### src/design/assert_macros.svh
`ifndef ASSERT_MACROS_SVH
`define ASSERT_MACROS_SVH

// Same-cycle implication, clocked on clk, off while rst_n is low.
`define CLFT_ASSERT_IMPL(lbl, ante, cons, msg) \
  lbl: assert property (@(posedge clk) disable iff (!rst_n) (ante) |-> (cons)) \
    else $error(msg);

// Next-cycle implication, clocked on clk, off while rst_n is low.
`define CLFT_ASSERT_NEXT(lbl, ante, cons, msg) \
  lbl: assert property (@(posedge clk) disable iff (!rst_n) (ante) |=> (cons)) \
    else $error(msg);

`endif

### src/design/clft_pkg.sv
package clft_pkg;

  localparam int CFG_W = 12;
  localparam logic [CFG_W-1:0] MAX_LINE_RESET = 12'd512;

  localparam logic [7:0] CH_COLON   = 8'h3A;
  localparam logic [7:0] CH_SPACE   = 8'h20;
  localparam logic [7:0] CH_CR      = 8'h0D;
  localparam logic [7:0] CH_LF      = 8'h0A;
  localparam logic [7:0] CH_LOWER_A = 8'h61;
  localparam logic [7:0] CH_LOWER_Z = 8'h7A;
  localparam logic [7:0] CASE_DIFF  = 8'h20;

  localparam logic [3:0] PIDX_MAX = 4'd15;

  localparam int QDEPTH = 4;
  localparam int QPTR_W = 2;
  localparam int QCNT_W = 3;

  typedef enum logic [2:0] {
    PH_LINE_START,
    PH_PREFIX,
    PH_CMD,
    PH_SEP,
    PH_MIDDLE,
    PH_TRAIL
  } phase_t;

  typedef enum logic [2:0] {
    KIND_CMD      = 3'd0,
    KIND_MIDDLE   = 3'd1,
    KIND_TRAIL    = 3'd2,
    KIND_LINE_END = 3'd3,
    KIND_DROP     = 3'd4
  } kind_t;

  typedef struct packed {
    logic [7:0] out_byte;
    logic       has_byte;
    kind_t      token_kind;
    logic       token_start;
    logic [3:0] param_index;
    logic       last;
  } res_t;

  // All results caused by one request: one or two.
  typedef struct packed {
    res_t res0;
    res_t res1;
    logic two;
  } job_t;

  typedef struct packed {
    logic empty;
    logic full;
  } q_stat_t;

endpackage

### src/design/clft_in_if.sv
interface clft_in_if;
  logic       valid;
  logic       ready;
  logic [7:0] rx_byte;

  modport source (output valid, output rx_byte, input ready);
  modport sink (input valid, input rx_byte, output ready);
endinterface

### src/design/clft_out_if.sv
interface clft_out_if;
  logic       valid;
  logic       ready;
  logic [7:0] out_byte;
  logic       has_byte;
  logic [2:0] token_kind;
  logic       token_start;
  logic [3:0] param_index;
  logic       last;

  modport source (output valid, output out_byte, output has_byte, output token_kind,
                  output token_start, output param_index, output last, input ready);
  modport sink (input valid, input out_byte, input has_byte, input token_kind,
                input token_start, input param_index, input last, output ready);
endinterface

### src/design/clft_front.sv
module clft_front #(
  parameter int LENGTH_BITS = 12
) (
  input  logic                  clk,
  input  logic                  rst_n,
  clft_in_if.sink               in_s,
  input  logic                  cfg_we,
  input  logic [clft_pkg::CFG_W-1:0] cfg_wdata,
  input  clft_pkg::q_stat_t     qstat,
  output logic                  push,
  output clft_pkg::job_t        push_job
);
  import clft_pkg::*;

  localparam int CW = ((LENGTH_BITS > CFG_W) ? LENGTH_BITS : CFG_W) + 1;
  localparam logic [CW-1:0] CAP = {{(CW-LENGTH_BITS){1'b0}}, {LENGTH_BITS{1'b1}}};

  typedef struct packed {
    phase_t     phase;
    logic       fresh;
    logic [3:0] pcount;
  } pstate_t;

  typedef struct packed {
    pstate_t st;
    logic    emit;
    res_t    res;
  } step_t;

  localparam pstate_t RESTART = '{phase: PH_LINE_START, fresh: 1'b1, pcount: 4'd0};

  function automatic logic [3:0] sat_inc(logic [3:0] v);
    return (v == PIDX_MAX) ? PIDX_MAX : v + 4'd1;
  endfunction

  function automatic res_t mk_res(logic [7:0] ch, kind_t kind, logic start, logic [3:0] idx);
    res_t r;
    r.out_byte    = ch;
    r.has_byte    = 1'b1;
    r.token_kind  = kind;
    r.token_start = start;
    r.param_index = idx;
    r.last        = 1'b0;
    return r;
  endfunction

  // One ordinary (non-LF) byte through the tokenizer.
  function automatic step_t plain_step(pstate_t s, logic [7:0] b);
    step_t      r;
    phase_t     ph;
    logic [7:0] ch;
    r.st   = s;
    r.emit = 1'b0;
    r.res  = '0;
    ph     = s.phase;
    ch     = b;
    if (ph == PH_LINE_START && b == CH_COLON) begin
      r.st.phase = PH_PREFIX;
    end else begin
      if (ph == PH_LINE_START) begin
        ph = PH_CMD;
      end
      r.st.phase = ph;
      unique case (ph)
        PH_PREFIX: begin
          if (b == CH_SPACE) begin
            r.st.phase = PH_CMD;
            r.st.fresh = 1'b1;
          end
        end
        PH_CMD: begin
          if (b == CH_SPACE) begin
            r.st.phase = PH_SEP;
            r.st.fresh = 1'b1;
          end else begin
            if (b >= CH_LOWER_A && b <= CH_LOWER_Z) begin
              ch = b - CASE_DIFF;
            end
            r.emit     = 1'b1;
            r.res      = mk_res(ch, KIND_CMD, s.fresh, 4'd0);
            r.st.fresh = 1'b0;
          end
        end
        PH_SEP: begin
          if (b == CH_COLON) begin
            r.st.phase = PH_TRAIL;
            r.st.fresh = 1'b1;
          end else if (b != CH_SPACE) begin
            r.st.phase = PH_MIDDLE;
            r.st.fresh = 1'b0;
            r.emit     = 1'b1;
            r.res      = mk_res(b, KIND_MIDDLE, 1'b1, s.pcount);
          end
        end
        PH_MIDDLE: begin
          if (b == CH_SPACE) begin
            r.st.pcount = sat_inc(s.pcount);
            r.st.phase  = PH_SEP;
            r.st.fresh  = 1'b1;
          end else begin
            r.emit     = 1'b1;
            r.res      = mk_res(b, KIND_MIDDLE, s.fresh, s.pcount);
            r.st.fresh = 1'b0;
          end
        end
        PH_TRAIL: begin
          r.emit     = 1'b1;
          r.res      = mk_res(b, KIND_TRAIL, s.fresh, s.pcount);
          r.st.fresh = 1'b0;
        end
        default: begin
          r.st = RESTART;
        end
      endcase
    end
    return r;
  endfunction

  logic [CFG_W-1:0]       max_line_r;
  logic [LENGTH_BITS-1:0] len_r, len_nxt;
  logic                   cr_r, cr_nxt;
  pstate_t                st_r, st_nxt;

  logic          accept;
  logic [CW-1:0] limit, len_inc;
  logic          drop;
  step_t         s1, s2;
  logic [3:0]    cnt;

  assign in_s.ready = !qstat.full;
  assign accept     = in_s.valid && in_s.ready;

  assign limit   = ({{(CW-CFG_W){1'b0}}, max_line_r} < CAP) ?
                   {{(CW-CFG_W){1'b0}}, max_line_r} : CAP;
  assign len_inc = {{(CW-LENGTH_BITS){1'b0}}, len_r} + {{(CW-1){1'b0}}, 1'b1};
  assign drop    = len_inc > limit;

  always_comb begin
    s1.st   = st_r;
    s1.emit = 1'b0;
    s1.res  = '0;
    if (cr_r) begin
      s1 = plain_step(st_r, CH_CR);
    end
    if (in_s.rx_byte == CH_CR) begin
      s2.st   = s1.st;
      s2.emit = 1'b0;
      s2.res  = '0;
    end else begin
      s2 = plain_step(s1.st, in_s.rx_byte);
    end
    cnt = (st_r.phase == PH_MIDDLE || st_r.phase == PH_TRAIL) ? sat_inc(st_r.pcount)
                                                                : st_r.pcount;
    len_nxt  = len_r;
    cr_nxt   = cr_r;
    st_nxt   = st_r;
    push     = 1'b0;
    push_job = '0;
    if (drop) begin
      push_job.res0.token_kind  = KIND_DROP;
      push_job.res0.token_start = 1'b1;
      push_job.res0.last        = 1'b1;
      push   = accept;
      len_nxt = '0;
      cr_nxt  = 1'b0;
      st_nxt  = RESTART;
    end else if (in_s.rx_byte == CH_LF) begin
      push_job.res0.token_kind  = KIND_LINE_END;
      push_job.res0.token_start = 1'b1;
      push_job.res0.param_index = cnt;
      push_job.res0.last        = 1'b1;
      push   = accept;
      len_nxt = '0;
      cr_nxt  = 1'b0;
      st_nxt  = RESTART;
    end else begin
      len_nxt = len_inc[LENGTH_BITS-1:0];
      cr_nxt  = (in_s.rx_byte == CH_CR);
      st_nxt  = s2.st;
      push_job.two  = s1.emit && s2.emit;
      push_job.res0 = s1.emit ? s1.res : s2.res;
      push_job.res1 = s2.res;
      if (push_job.two) begin
        push_job.res1.last = 1'b1;
      end else begin
        push_job.res0.last = 1'b1;
      end
      push = accept && (s1.emit || s2.emit);
    end
  end

  always_ff @(posedge clk) begin
    if (!rst_n) begin
      max_line_r <= MAX_LINE_RESET;
      len_r      <= '0;
      cr_r       <= 1'b0;
      st_r       <= RESTART;
    end else begin
      if (cfg_we) begin
        max_line_r <= cfg_wdata;
      end
      if (accept) begin
        len_r <= len_nxt;
        cr_r  <= cr_nxt;
        st_r  <= st_nxt;
      end
    end
  end

endmodule

### src/design/clft_queue.sv
`include "assert_macros.svh"

module clft_queue (
  input  logic              clk,
  input  logic              rst_n,
  input  logic              push,
  input  clft_pkg::job_t    push_job,
  input  logic              pop,
  output clft_pkg::job_t    head,
  output clft_pkg::q_stat_t stat
);
  import clft_pkg::*;

  job_t              mem_r [QDEPTH];
  logic [QPTR_W-1:0] wr_ptr_r, rd_ptr_r;
  logic [QCNT_W-1:0] cnt_r, cnt_nxt;

  assign head       = mem_r[rd_ptr_r];
  assign stat.empty = (cnt_r == '0);
  assign stat.full  = (cnt_r == QCNT_W'(QDEPTH));

  always_comb begin
    cnt_nxt = cnt_r;
    if (push && !pop) begin
      cnt_nxt = cnt_r + 1'b1;
    end else if (pop && !push) begin
      cnt_nxt = cnt_r - 1'b1;
    end
  end

  always_ff @(posedge clk) begin
    if (push) begin
      mem_r[wr_ptr_r] <= push_job;
    end
  end

  always_ff @(posedge clk) begin
    if (!rst_n) begin
      wr_ptr_r <= '0;
      rd_ptr_r <= '0;
      cnt_r    <= '0;
    end else begin
      if (push) begin
        wr_ptr_r <= wr_ptr_r + 1'b1;
      end
      if (pop) begin
        rd_ptr_r <= rd_ptr_r + 1'b1;
      end
      cnt_r <= cnt_nxt;
    end
  end

  `CLFT_ASSERT_IMPL(a_cnt_bound, 1'b1, cnt_r <= QCNT_W'(QDEPTH), "queue count beyond depth")
  `CLFT_ASSERT_IMPL(a_no_pop_empty, pop, !stat.empty, "pop from empty queue")
  `CLFT_ASSERT_NEXT(a_cnt_up, rst_n && push && !pop, cnt_r == $past(cnt_r) + 1'b1, "count not advanced on push")

endmodule

### src/design/clft_back.sv
module clft_back (
  input  logic              clk,
  input  logic              rst_n,
  input  clft_pkg::job_t    head,
  input  clft_pkg::q_stat_t qstat,
  output logic              pop,
  clft_out_if.source        out_m
);
  import clft_pkg::*;

  logic sel_r, sel_nxt;
  logic fire;
  res_t cur;

  assign cur  = sel_r ? head.res1 : head.res0;
  assign fire = out_m.valid && out_m.ready;
  assign pop  = fire && (!head.two || sel_r);

  always_comb begin
    sel_nxt = sel_r;
    if (fire) begin
      sel_nxt = head.two && !sel_r;
    end
  end

  always_ff @(posedge clk) begin
    if (!rst_n) begin
      sel_r <= 1'b0;
    end else begin
      sel_r <= sel_nxt;
    end
  end

  assign out_m.valid       = !qstat.empty;
  assign out_m.out_byte    = cur.out_byte;
  assign out_m.has_byte    = cur.has_byte;
  assign out_m.token_kind  = cur.token_kind;
  assign out_m.token_start = cur.token_start;
  assign out_m.param_index = cur.param_index;
  assign out_m.last        = cur.last;

endmodule

### src/design/chat_line_framer_and_tokenizer.sv
// Results: a request's results are queued on accept and offered on out_ from the queue.
// Throughput: one byte per cycle in while the queue has room; results leave one per
//   cycle while out_m is ready; a four-entry queue absorbs a held-CR flush's two results.
// Reset: rst_n low (synchronous) clears the parser to line start, the limit to 512
//   and empties the queue.
module chat_line_framer_and_tokenizer #(
  parameter int LENGTH_BITS = 12
) (
  input  logic                       clk,
  input  logic                       rst_n,
  clft_in_if.sink                    in_s,
  clft_out_if.source                 out_m,
  input  logic                       cfg_we,
  input  logic [clft_pkg::CFG_W-1:0] cfg_wdata
);
  import clft_pkg::*;

  // Front/back split: the front takes one byte per request, updates the
  // line length, held CR and token state, and packs the one or two results
  // of that byte into a job. The queue between them lets the output side
  // stall without stopping the byte stream until the queue fills.
  logic    push;
  job_t    push_job;
  logic    pop;
  job_t    head;
  q_stat_t qstat;

  // Front: framing, length check, tokenizer state machine, limit register.
  clft_front #(
    .LENGTH_BITS(LENGTH_BITS)
  ) u_front (
    .clk      (clk),
    .rst_n    (rst_n),
    .in_s     (in_s),
    .cfg_we   (cfg_we),
    .cfg_wdata(cfg_wdata),
    .qstat    (qstat),
    .push     (push),
    .push_job (push_job)
  );

  // Hold jobs; drop nothing, reorder nothing.
  clft_queue u_queue (
    .clk     (clk),
    .rst_n   (rst_n),
    .push    (push),
    .push_job(push_job),
    .pop     (pop),
    .head    (head),
    .stat    (qstat)
  );

  // Back: serialize each job, first result then second, and advance the
  // queue only after the job's last result is taken.
  clft_back u_back (
    .clk  (clk),
    .rst_n(rst_n),
    .head (head),
    .qstat(qstat),
    .pop  (pop),
    .out_m(out_m)
  );

endmodule
### src/flat_wrapper.sv
// flat-port wrapper written by rule: the top's interface ports become plain ports
module chat_line_framer_and_tokenizer_flat import clft_pkg::*;
#(
  parameter int LENGTH_BITS = 12
)
  (clk, rst_n, cfg_we, cfg_wdata, in_s_valid, in_s_rx_byte, in_s_ready, out_m_valid, out_m_out_byte, out_m_has_byte, out_m_token_kind, out_m_token_start, out_m_param_index, out_m_last, out_m_ready);
  clft_in_if in_s_i ();
  clft_out_if out_m_i ();
  input  logic clk;
  input  logic rst_n;
  input  logic cfg_we;
  input  logic [clft_pkg::CFG_W-1:0] cfg_wdata;
  input wire logic [$bits(in_s_i.valid)-1:0] in_s_valid;
  input wire logic [$bits(in_s_i.rx_byte)-1:0] in_s_rx_byte;
  output wire logic [$bits(in_s_i.ready)-1:0] in_s_ready;
  output wire logic [$bits(out_m_i.valid)-1:0] out_m_valid;
  output wire logic [$bits(out_m_i.out_byte)-1:0] out_m_out_byte;
  output wire logic [$bits(out_m_i.has_byte)-1:0] out_m_has_byte;
  output wire logic [$bits(out_m_i.token_kind)-1:0] out_m_token_kind;
  output wire logic [$bits(out_m_i.token_start)-1:0] out_m_token_start;
  output wire logic [$bits(out_m_i.param_index)-1:0] out_m_param_index;
  output wire logic [$bits(out_m_i.last)-1:0] out_m_last;
  input wire logic [$bits(out_m_i.ready)-1:0] out_m_ready;
  assign in_s_i.valid = in_s_valid;
  assign in_s_i.rx_byte = in_s_rx_byte;
  assign in_s_ready = in_s_i.ready;
  assign out_m_valid = out_m_i.valid;
  assign out_m_out_byte = out_m_i.out_byte;
  assign out_m_has_byte = out_m_i.has_byte;
  assign out_m_token_kind = out_m_i.token_kind;
  assign out_m_token_start = out_m_i.token_start;
  assign out_m_param_index = out_m_i.param_index;
  assign out_m_last = out_m_i.last;
  assign out_m_i.ready = out_m_ready;
  chat_line_framer_and_tokenizer #(.LENGTH_BITS(LENGTH_BITS)) u_core (.clk(clk), .rst_n(rst_n), .in_s(in_s_i), .out_m(out_m_i), .cfg_we(cfg_we), .cfg_wdata(cfg_wdata));
endmodule
### config.mk
export PLATFORM = sky130hd
export DESIGN_NAME = chat_line_framer_and_tokenizer_flat
export DESIGN_NICKNAME = d
export VERILOG_FILES = /design/src/design/clft_pkg.sv /design/src/design/clft_in_if.sv /design/src/design/clft_out_if.sv /design/src/design/clft_front.sv /design/src/design/clft_queue.sv /design/src/design/clft_back.sv /design/src/design/chat_line_framer_and_tokenizer.sv /design/src/flat_wrapper.sv
export VERILOG_INCLUDE_DIRS = /design/src /design/src/design
export SDC_FILE = /design/constraint.sdc
export NUM_CORES = 1
export LEC_CHECK = 0
export ABC_CLOCK_PERIOD_IN_PS = 5100
export BUFFER_PORTS_ARGS = -buffer_cell sky130_fd_sc_hd__buf_2
export CAP_MARGIN = 30
export CORE_MARGIN = 2
export CORE_UTILIZATION = 55
export CTS_CLUSTER_DIAMETER = 150
export CTS_CLUSTER_SIZE = 12
export DETAILED_ROUTE_END_ITERATION = 16
export HOLD_SLACK_MARGIN = 0.02
export PLACE_DENSITY = 0.73
export SLEW_MARGIN = 25
export SYNTH_ARGS = -nofsm -noshare
export SYNTH_HDL_FRONTEND = slang
export SYNTH_HIERARCHICAL = 1
export SYNTH_SLANG_ARGS = --single-unit
### constraint.sdc
create_clock -name clk -period 5.1 [get_ports clk]
set_clock_uncertainty 0.1 [all_clocks]
set_input_delay 0 -clock clk [delete_from_list [all_inputs] [get_ports clk]]
set_output_delay 0 -clock clk [all_outputs]
set_load 0.005 [all_outputs]
== After elaboration in Yosys (flattened, before gate mapping) ==
Memory sizes are Yosys's and may differ from the RTL's. A register that Yosys moved wholly into a read port is not among the register bits.
Cells that the tools add are included.

* Memories: 1
* Memory bits (writable): 148
* Output and inout bits: 20
* Register bits: 41

{| class="wikitable"
|+ Memories
! memory !! words !! width !! read ports !! clocked after Yosys merged registers in !! write ports !! line !! RTL
|-
| u_core.u_queue.mem_r || 4 || 37 || 1 || 1 || 1 || clft_queue.sv:14 || <nowiki>job_t mem_r [QDEPTH];</nowiki>
|}

* $lt $le $gt $ge: 4
* $add $sub $neg: 8
* Reductions and logical operators: 28
* Equality and inequality tests: 20
* Multiplexer cells: 58

{| class="wikitable"
|+ Operator list
! kind !! count
|-
| $pmux 19 s4 || 2
|-
| $mux 19 || 6
|-
| $mux 27 || 2
|-
| $mux 4 || 10
|-
| $mux 12 || 3
|-
| $mux 18 || 2
|-
| $mux 3 || 9
|-
| $mux 9 || 3
|-
| $mux 24 || 1
|-
| $mux 8 || 3
|-
| $eq 3x3->1 const B || 7
|-
| $eq 8x4->1 const B || 2
|-
| $eq 8x6->1 const B || 2
|-
| $add 12x1->13 const B || 1
|-
| $gt 13x12->1 || 1
|-
| $eq 3x2->1 const B || 4
|-
| $lt 12x12->1 const B || 1
|-
| $pmux 3 s4 || 1
|-
| $reduce_or 4->1 || 3
|-
| $logic_and 1x1->1 || 10
|-
| $mux 1 || 10
|-
| $logic_not 3->1 || 3
|-
| $add 4x1->4 const B || 2
|-
| $eq 4x4->1 const B || 2
|-
| other kinds (18) || 28
|}

== Depth between registers and ports, before layout ==
Gate-level depths: netlist of run 1.

* Depth in word-level cells: 24
* Mapped depth: 20
* Mapped depth without buffers: 19

== Hierarchy ==
The synthesis of run 1 kept the hierarchy.

{| class="wikitable"
|+ Modules (own cells, without submodules)
! module !! cells each !! area each (µm²) !! seq. area each (µm²) !! instances
|-
| clft_queue || 236 || 5,840.6 || 4,624.4 || 1
|-
| clft_front || 439 || 3,129.3 || 660.6 || 1
|-
| clft_back || 27 || 332.8 || 20.0 || 1
|}

== Worst setup path before layout of run 1 ==
Ideal clock, no wire load.

* Path kind: register -> register
* Start: register u_core.u_front.len_r[0]
* End: register u_core.u_queue.cnt_r[2]
* Data arrival time: 4,167 ps
* Setup slack: 757 ps
* Cell stages (with the launch flop): 21
* Cell sequence: dfxtp_1 -> ha_1 -> nand3_1 -> nor2_1 -> nand2_1 -> xnor2_1 -> ha_1 -> and4_1 -> o311a_1 -> a211oi_2 -> o21a_2 -> inv_2 -> nor2_1 -> clkbuf_1 -> a21oi_1 -> ha_1 -> inv_1 -> fa_1 -> xor2_1 -> or3_1 -> a21boi_0

* Cells in the longest elaborated chain, start to end: 6
* Elaborated cells between the ends (all ways): 8

{| class="wikitable"
|+ RTL lines
! element !! line !! RTL
|-
| from (decl) || clft_front.sv:120 || <nowiki>logic [LENGTH_BITS-1:0] len_r, len_nxt;</nowiki>
|-
| from (signal assigned) || clft_front.sv:203 || <nowiki>len_r <= len_nxt;</nowiki>
|-
| $add 12x1->13 (*) || clft_front.sv:135 || <nowiki>assign len_inc = {{(CW-LENGTH_BITS){1'b0}}, len_r} + {{(CW-1){1'b0}}, 1'b1};</nowiki>
|-
| $gt 13x12->1 (*) || clft_front.sv:136 || <nowiki>assign drop = len_inc > limit;</nowiki>
|-
| $mux 1 (*) || clft_front.sv:159 || <nowiki>if (drop) begin</nowiki>
|-
| named net u_core.push || chat_line_framer_and_tokenizer.sv:22 || <nowiki>logic push;</nowiki>
|-
| $logic_not 1->1 || clft_queue.sv:26 || <nowiki>end else if (pop && !push) begin</nowiki>
|-
| $logic_and 1x1->1 || clft_queue.sv:26 ||
|-
| $reduce_bool 2->1 (no source line) || - ||
|-
| to (signal assigned) || clft_queue.sv:49 || <nowiki>cnt_r <= cnt_nxt;</nowiki>
|-
| to (decl) || clft_queue.sv:16 || <nowiki>logic [QCNT_W-1:0] cnt_r, cnt_nxt;</nowiki>
|}

The timed path passes the listed nets; every way through them passes the cells marked *.
A chain may end at the register's enable or synchronous reset.

== Final worst setup path of run 1 ==
Ends and elaborated chain as after synthesis.

==> summary.md, run 1 <==
| Metric | Value |
|---|---|
| Most frequent cells in the layout | edfxtp_1, nand2_1, buf_2 |
| DR vias | roughly 6100 |
| Max rail drop VDD | 253.8 uV |
| CP Class | register to register |
| Number of global-route vias before repair | 6045 |
| Final ANT Viol Nets | 0 |
| Filler instances | 1276 |
| Synth area leaders | edfxtp_1, dfxtp_1, mux4_2 |
| N_diodes | 0 |
| Wire per inst | approximately 20 um |
| Area of the multi-input gates | 0.003636 sq mm |
| Fmax | 0.2115 GHz |
| Slack of the critical path | around 0.37 ns |
| Slowest-stage cell, CP | fa_1 |
| Count of input and output buffers | between 40 and 50 |
| Critical path arrival | 4.98 ns |
| CORE AREA | 0.01658 sq mm |
| First-pass GRT wire length | 31800 um |
| CTS Sinks | 191 |
| Layout cells sized above 1 | between 10% and 20% |
| Drc violations | 0 |
| Hold crit path type | input pin to register |
| Total of max-cap violations | 0 |
| GPL Wtd Cong | ~0.87 |
| Worst EP required | 5.35 ns |
| GR Overflow Total | 0 |
| Total Routing Usage GR | 23.08% |
| Sequential share of the synthesized area | around 57% |
| Placed cells | just over 900 |
| Routed vias/inst | 6.132 |
| Max_slew headroom | 38.93% |
| CTS buffer count | 17 |
| Core Util, Final | 63.59% |
| Initial core utilization | between 50% and 60% |
| Non-Filler Instances | 1001 |
| Status | finished clean |
| Syn nets | 750 |
| Min cycle time layout | 4.728 ns |
| Die extent in x | 134.1 um |
| Pin count of the biggest net entering global routing | 38 |
| RSZ-0062 raised after global routing | false |
| Most common cell after layout, fill and taps aside | edfxtp_1 |
| Sequential cell area | about 0.0053 sq mm |
| Detailed Place HPWL | 12750 um |
| Yosys reg bits | between 150 and 200 |
| Synth warnings | 6 |
| Most used cell, CP | ha_1 |
| Ports | 45 |
| Tcrit/Tclk final | 92.72% |
| Library cells used by synthesis | 77 |
| Final setup vio count | 0 |
| Synthesized area | 0.009303 sq mm |
| Die Ht | between 100 and 150 um |
| 1st-iter DRT viols | slightly below 600 |
| Post-synth top area cell | edfxtp_1 |
| EDFF count, synth | 148 |
| Clock root cell | clkbuf_16 |
| Synth async-reset ratio | 0% |
| Slew Viols, Final | 0 |
| Area Growth Syn to Fin | 13.36% |
| H-tree levels | 4 |
| Final hold vios | 0 |
| Leak | between 3 and 4 nW |
| CP max stage delay | 0.44 ns |
| Power per cell area | 389.4 mW/mm^2 |
| Later-pin clock latency in the skew report | 0.44 ns |
| Drt total wl | 19710 um |
| Crit Path Max Fanout | 11 |
| Bufs and invs on worst path | 3 |
| Die area | about 0.018 sq mm |
| Final nets | 816 |
| Cell family with most CP delay | adder cells |
| Top FF cell, synth | edfxtp_1 |
| CTS clk-pin slew, worst paths | 0.08 ns |
| Pre-antenna DRT Iters | 5 |
| Critical path startpoint category | register |
| Floorplan row count | between 40 and 50 |
| CTS tree | built |
| Initial antenna violation count | 0 |
| Area share of the largest cell type after synthesis | 47.77% |
| Syn avg cell area | around 13 sq um |
| Setup TNS | 0 ns |
| Clock Tree Buf Depth | 2 |
| Worst setup EP type | register |
| Crit-path cells | ha_1 > nand3_1 > nor2_1 > nand2_1 > xnor2_1 > ha_1 > and4_1 > o311a_1 > a211oi_2 > o21a_2 > inv_2 > nor2_1 > buf_4 > a21oi_2 > ha_1 > inv_1 > fa_1 > xor2_1 > or3_1 > a21boi_0 |
| Mapped Cells | 702 |
| DP Worst Slack | 0.3414 ns |
| Worst Tran Pin Value | 0.9139 ns |
-- stage by stage --
stage          power (mW)  area [sq um]  hold WS (ns)
2_1_floorplan       2.636          9303       0.02171
3_3_place_gp        2.819          9625        0.1199
3_5_place_dp        2.857          9625        0.1262
4_1_cts             4.138         10520       0.04459
5_1_grt             4.283         10550       0.08875
6_report            4.106         10550       0.08220
-- worst paths after layout --
kind	slack, ns	depth (start not counted)	to	start
min	0.08	3	u_core/u_queue/mem_r[0][35]	in_s_rx_byte[6]
max	0.37	20	u_core/u_queue/cnt_r[2]	u_core/u_front/len_r[0]
min reg2reg	0.43	2	u_core/u_front/len_r[8]	u_core/u_front/len_r[8]
max reg2reg	0.37	20	u_core/u_queue/cnt_r[2]	u_core/u_front/len_r[0]
-- layer usage --
| metal | wire, um | global-route usage [%] | share of wire (%) | up-vias |
|---|---|---|---|---|
| met3 | 1092 | 3.930 | 5.5 | 46 |
| met4 | 433 | 8.830 | 2.2 | 0 |
| met5 | 0 | 0 | 0 | - |
| met1 | 8133 | 30.57 | 41 | 3030 |
| li1 | - | - | - | 2825 |
| met2 | 10050 | 38.58 | 51 | 237 |
-- cell families (layout without fill, tap and decap cells) --
| group | after synthesis | in the layout | synth area share (%) |
|---|---|---|---|
| buffers and inverters | 71 | 150 | 3.927 |
| xor gates and xnor gates | 15 | 15 | 1.412 |
| AOI/OAI and AO/OA | 108 | 108 | 7.882 |
| adders and majority gates | 23 | 23 | 3.174 |
| muxes | 70 | 70 | 13.44 |
| DFF | 191 | 191 | 57.03 |
| and+or+nand+nor | 223 | 223 | 13.10 |
| other | 1 | 1 | 0.04031 |
-- cell usage after synthesis (6+ instances only) --
master and n:
buf_2 8, mux2i_1 15, xor2_1 9, nor2_1 36
ha_1 22, mux2_4 10, mux4_2 30, nand3_1 21
nand4_1 12, mux2_2 8, a21oi_1 26, dfxtp_1 43
clkbuf_1 24, o21ai_0 20, edfxtp_1 148, nor3_1 14
inv_1 27, a31oi_1 8, nor2b_1 23, and2_1 19
nand2_1 46, and4_1 6, and3_1 13, xnor2_1 6
mux4_1 7
-- report_power, final --
| group | internal [mW] | switching (mW) |
|---|---|---|
| Clock | 0.651 | 0.617 |
| Combinational | 0.474 | 0.441 |
| Sequential | 1.86 | 0.0646 |
-- sequential cells by signal, summed over array words and instances (netlist names), named ones only --
register / cells
u_core/u_queue/rd_ptr_r: 2
u_core/u_front/st_r: 8
u_core/u_queue/wr_ptr_r: 2
u_core/u_back/sel_r: 1
u_core/u_front/cr_r: 1
u_core/u_front/max_line_r: 12
u_core/u_queue/mem_r: 148
u_core/u_front/len_r: 12
u_core/u_queue/cnt_r: 3
-- cell type report --
class	instances	area share [%]
clock buffers	17	4.034
clock inverters	15	1.376
inverters	29	1.032
multi-input cells	440	34.48
flip-flops and latches	191	50.32
well taps	220	2.610
repair buffers	89	6.146
-- worst register-to-register path, delay by kind of cell (launching register included) --
kind / cells / cell delay (ns)
xor gates and xnor gates: 2 / 0.34
buffers and inverters: 3 / 0.32
AOI/OAI and AO/OA: 5 / 0.96
and+or+nand+nor: 6 / 1.22
DFF: 1 / 0.43
adders and majority gates: 4 / 1.28
-- timing repair --
item                                    in CTS  in global routing
resized for setup                            0                  1
hold buffers                                32                  1
endpoints found under the setup margin       0                  1
hold endpoints to repair                    51                  1
buffers inserted                             0                  0
Note: power is estimated with default switching activity, not from simulation.
==> run 2, diff against run 1 <==
--- a/config.mk
+++ b/config.mk
@@ -10,12 +10,11 @@
 export BUFFER_PORTS_ARGS = -buffer_cell sky130_fd_sc_hd__buf_2
 export CAP_MARGIN = 30
 export CORE_MARGIN = 2
-export CORE_UTILIZATION = 55
+export CORE_UTILIZATION = 45
 export CTS_CLUSTER_DIAMETER = 150
 export CTS_CLUSTER_SIZE = 12
 export DETAILED_ROUTE_END_ITERATION = 16
 export HOLD_SLACK_MARGIN = 0.02
-export PLACE_DENSITY = 0.73
 export SLEW_MARGIN = 25
 export SYNTH_ARGS = -nofsm -noshare
 export SYNTH_HDL_FRONTEND = slang
==> run 2 against run 1 <==
  * Routed wire length is 2.0% higher
  * Worst setup slack better by 0.25 ns
  * First-iteration DRC count decreased by 11%
  * Die area up 22%
  * Design area rose by 0.44%
  * Sequential power is essentially flat
  * Critical path type unchanged
==> summary.md, run 2 (synthesis gave the netlist of run 1 again) <==
| Metric | Value |
|---|---|
| Drt total wl | 20100 um |
| Die extent in x | 147.8 um |
| Worst EP required | approximately 5.4 ns |
| Filler instances | 1699 |
| Max rail drop VDD | 238.2 uV |
| Max reg flops | about 150 |
| Leak | ~3.7 nW |
| Worst hold stages | 4 |
| Final nets | 815 |
| Die area | between 0.02 and 0.025 sq mm |
| Pre-antenna DRT Iters | 5 |
| CTS Sinks | between 150 and 200 |
| Largest reg by FF count | u_core/u_queue/mem_r |
| CTS clk-pin slew, worst paths | 0.07 ns |
| Critical path startpoint category | register |
| 1st-iter DRT viols | 519 |
| Wire per inst | 19.14 um |
| Area of the multi-input gates | between 0.003 and 0.004 sq mm |
| Later-pin clock latency in the skew report | 0.43 ns |
| Most common cell after layout, fill and taps aside | edfxtp_1 |
| Total of max-cap violations | 0 |
| Layout cells sized above 1 | 19.62% |
| Top flop regs | u_core/u_queue/mem_r: 148 flops, u_core/u_front/len_r: 12 flops, u_core/u_front/max_line_r: 12 flops |
| Pin count of the biggest net entering global routing | 38 |
| Min cycle time layout | roughly 4.5 ns |
| Hold path startpoint | in_s_valid |
| N_diodes | 0 |
| Clock Tree Buf Depth | 2 |
| Tcrit/Tclk final | between 80% and 90% |
| Worst Tran Pin Value | about 0.88 ns |
| Die Ht | 147.8 um |
| Worst setup EP type | register |
| Setup TNS | 0 ns |
| Slew Viols, Final | 0 |
| Fmax | ~0.22 GHz |
| CTS buffer count | 17 |
| Hold crit path type | input pin to register |
| Area Growth Syn to Fin | 13.85% |
| Initial core utilization | about 46% |
| Number of global-route vias before repair | approximately 6000 |
| Worst Hold Path EP | u_core/u_front/len_r[10] |
| CTS tree | built |
| Most used cell, CP | ha_1 |
| CP Class | register to register |
| Ports | 45 |
| GPL Wtd Cong | 0.8620 |
| CTS Hold Bufs | 32 |
| Worst R2R Start | u_core/u_front/len_r[0] |
| Status | finished clean |
| DR vias | 6043 |
| Most frequent cells in the layout | edfxtp_1, nand2_1, buf_2 |
| Post_cts resized | 0 |
| Final hold vios | 0 |
| Non-Filler Instances | 1050 |
| CP max stage delay | about 0.43 ns |
| Total Routing Usage GR | around a fifth |
| RSZ-0062 raised after global routing | false |
| First-pass GRT wire length | between 30000 and 40000 um |
| Initial antenna violation count | 0 |
| Reg2reg path depth | 20 |
| H-tree levels | 4 |
| Slowest-stage cell, CP | fa_1 |
| Final ANT Viol Nets | 0 |
| Sequential cell area | around 0.0053 sq mm |
| Setup Buffers After CTS | 0 |
| Floorplan row count | 52 |
| CORE AREA | approximately 0.02 sq mm |
| Slack of the critical path | a little over 0.6 ns |
| GR Overflow Total | 0 |
| Reg-to-Reg End | u_core/u_queue/cnt_r[2] |
| Final setup vio count | 0 |
| Detailed Place HPWL | 12910 um |
| Drc violations | 0 |
| Count of input and output buffers | 44 |
| DP Worst Slack | 0.6178 ns |
| Max_slew headroom | 41.43% |
| Critical path arrival | 4.74 ns |
| Clock root cell | clkbuf_16 |
| Crit Path Max Fanout | 10 |
| Crit-path cells | ha_1 > nand3_1 > nor2_1 > nand2_1 > xnor2_1 > ha_1 > and4_1 > o311a_1 > a211oi_2 > o21a_2 > inv_2 > nor2_1 > a21oi_1 > buf_4 > ha_1 > inv_1 > fa_1 > xor2_1 > or3_1 > a21boi_0 |
| Internal reg-to-reg setup slack | 0.62 ns |
| Routed vias/inst | between 5 and 6 |
| Power per cell area | 386.9 mW/mm^2 |
| Placed cells | 985 |
[run 2: critical path: cells and delay by family (launching register included)]
family / cells / cell delay (ns)
and+or+nand+nor: 6 / 1.17
xor gates and xnor gates: 2 / 0.33
AOI/OAI and AO/OA: 5 / 0.81
adders and majority gates: 4 / 1.20
buffers and inverters: 3 / 0.39
DFF: 1 / 0.40
[run 2: power breakdown]
part | switching (mW) | internal (mW) | total (mW)
clock network | 0.614 | 0.648 | 1.26
logic | 0.443 | 0.472 | 0.915
registers | 0.0621 | 1.86 | 1.92
[run 2: worst max path at each step]
stage,cells after the start,startpoint,to,slack (ns)
finish,20,u_core/u_front/len_r[0],u_core/u_queue/cnt_r[2],0.62
global placement,20,u_core/u_front/len_r[0],u_core/u_queue/cnt_r[2],0.77
global route,20,u_core/u_front/len_r[0],u_core/u_queue/cnt_r[2],0.21
detailed placement,20,u_core/u_front/len_r[0],u_core/u_queue/cnt_r[2],0.62
CTS,20,u_core/u_front/len_r[0],u_core/u_queue/cnt_r[2],0.59
floorplan,20,u_core/u_front/len_r[0],u_core/u_queue/cnt_r[2],0.76
[run 2: layout make-up]
cell class,instances,area share (%)
sequential,191,50.10
multi-input combinational,440,34.29
timing repair buffer,88,5.989
clock buffer,17,4.017
tap,270,3.190
clock inverter,15,1.382
inverter,29,1.028
[run 2: stage by stage]
| step | utilization (%) | hold WS, ns | total power, mW | cell area, sq um |
|---|---|---|---|---|
| after floorplan | - | 0.02171 | 2.636 | 9303 |
| after global placement | 47.88 | 0.1203 | 2.842 | 9688 |
| after detailed placement | 47.88 | 0.1359 | 2.869 | 9688 |
| after CTS | 52.29 | 0.03778 | 4.149 | 10580 |
| after global routing | 52.34 | 0.07557 | 4.285 | 10590 |
| final | 52.34 | 0.05246 | 4.098 | 10590 |
[run 2: routing by layer]
layer / up-vias / global-route usage (%) / wire, um
li1: 2815 / - / -
met4: 0 / 6.106 / 293
met2: 181 / 31.84 / 10110
met5: - / 0 / 0
met3: 24 / 3.179 / 879
met1: 3023 / 26.16 / 8815
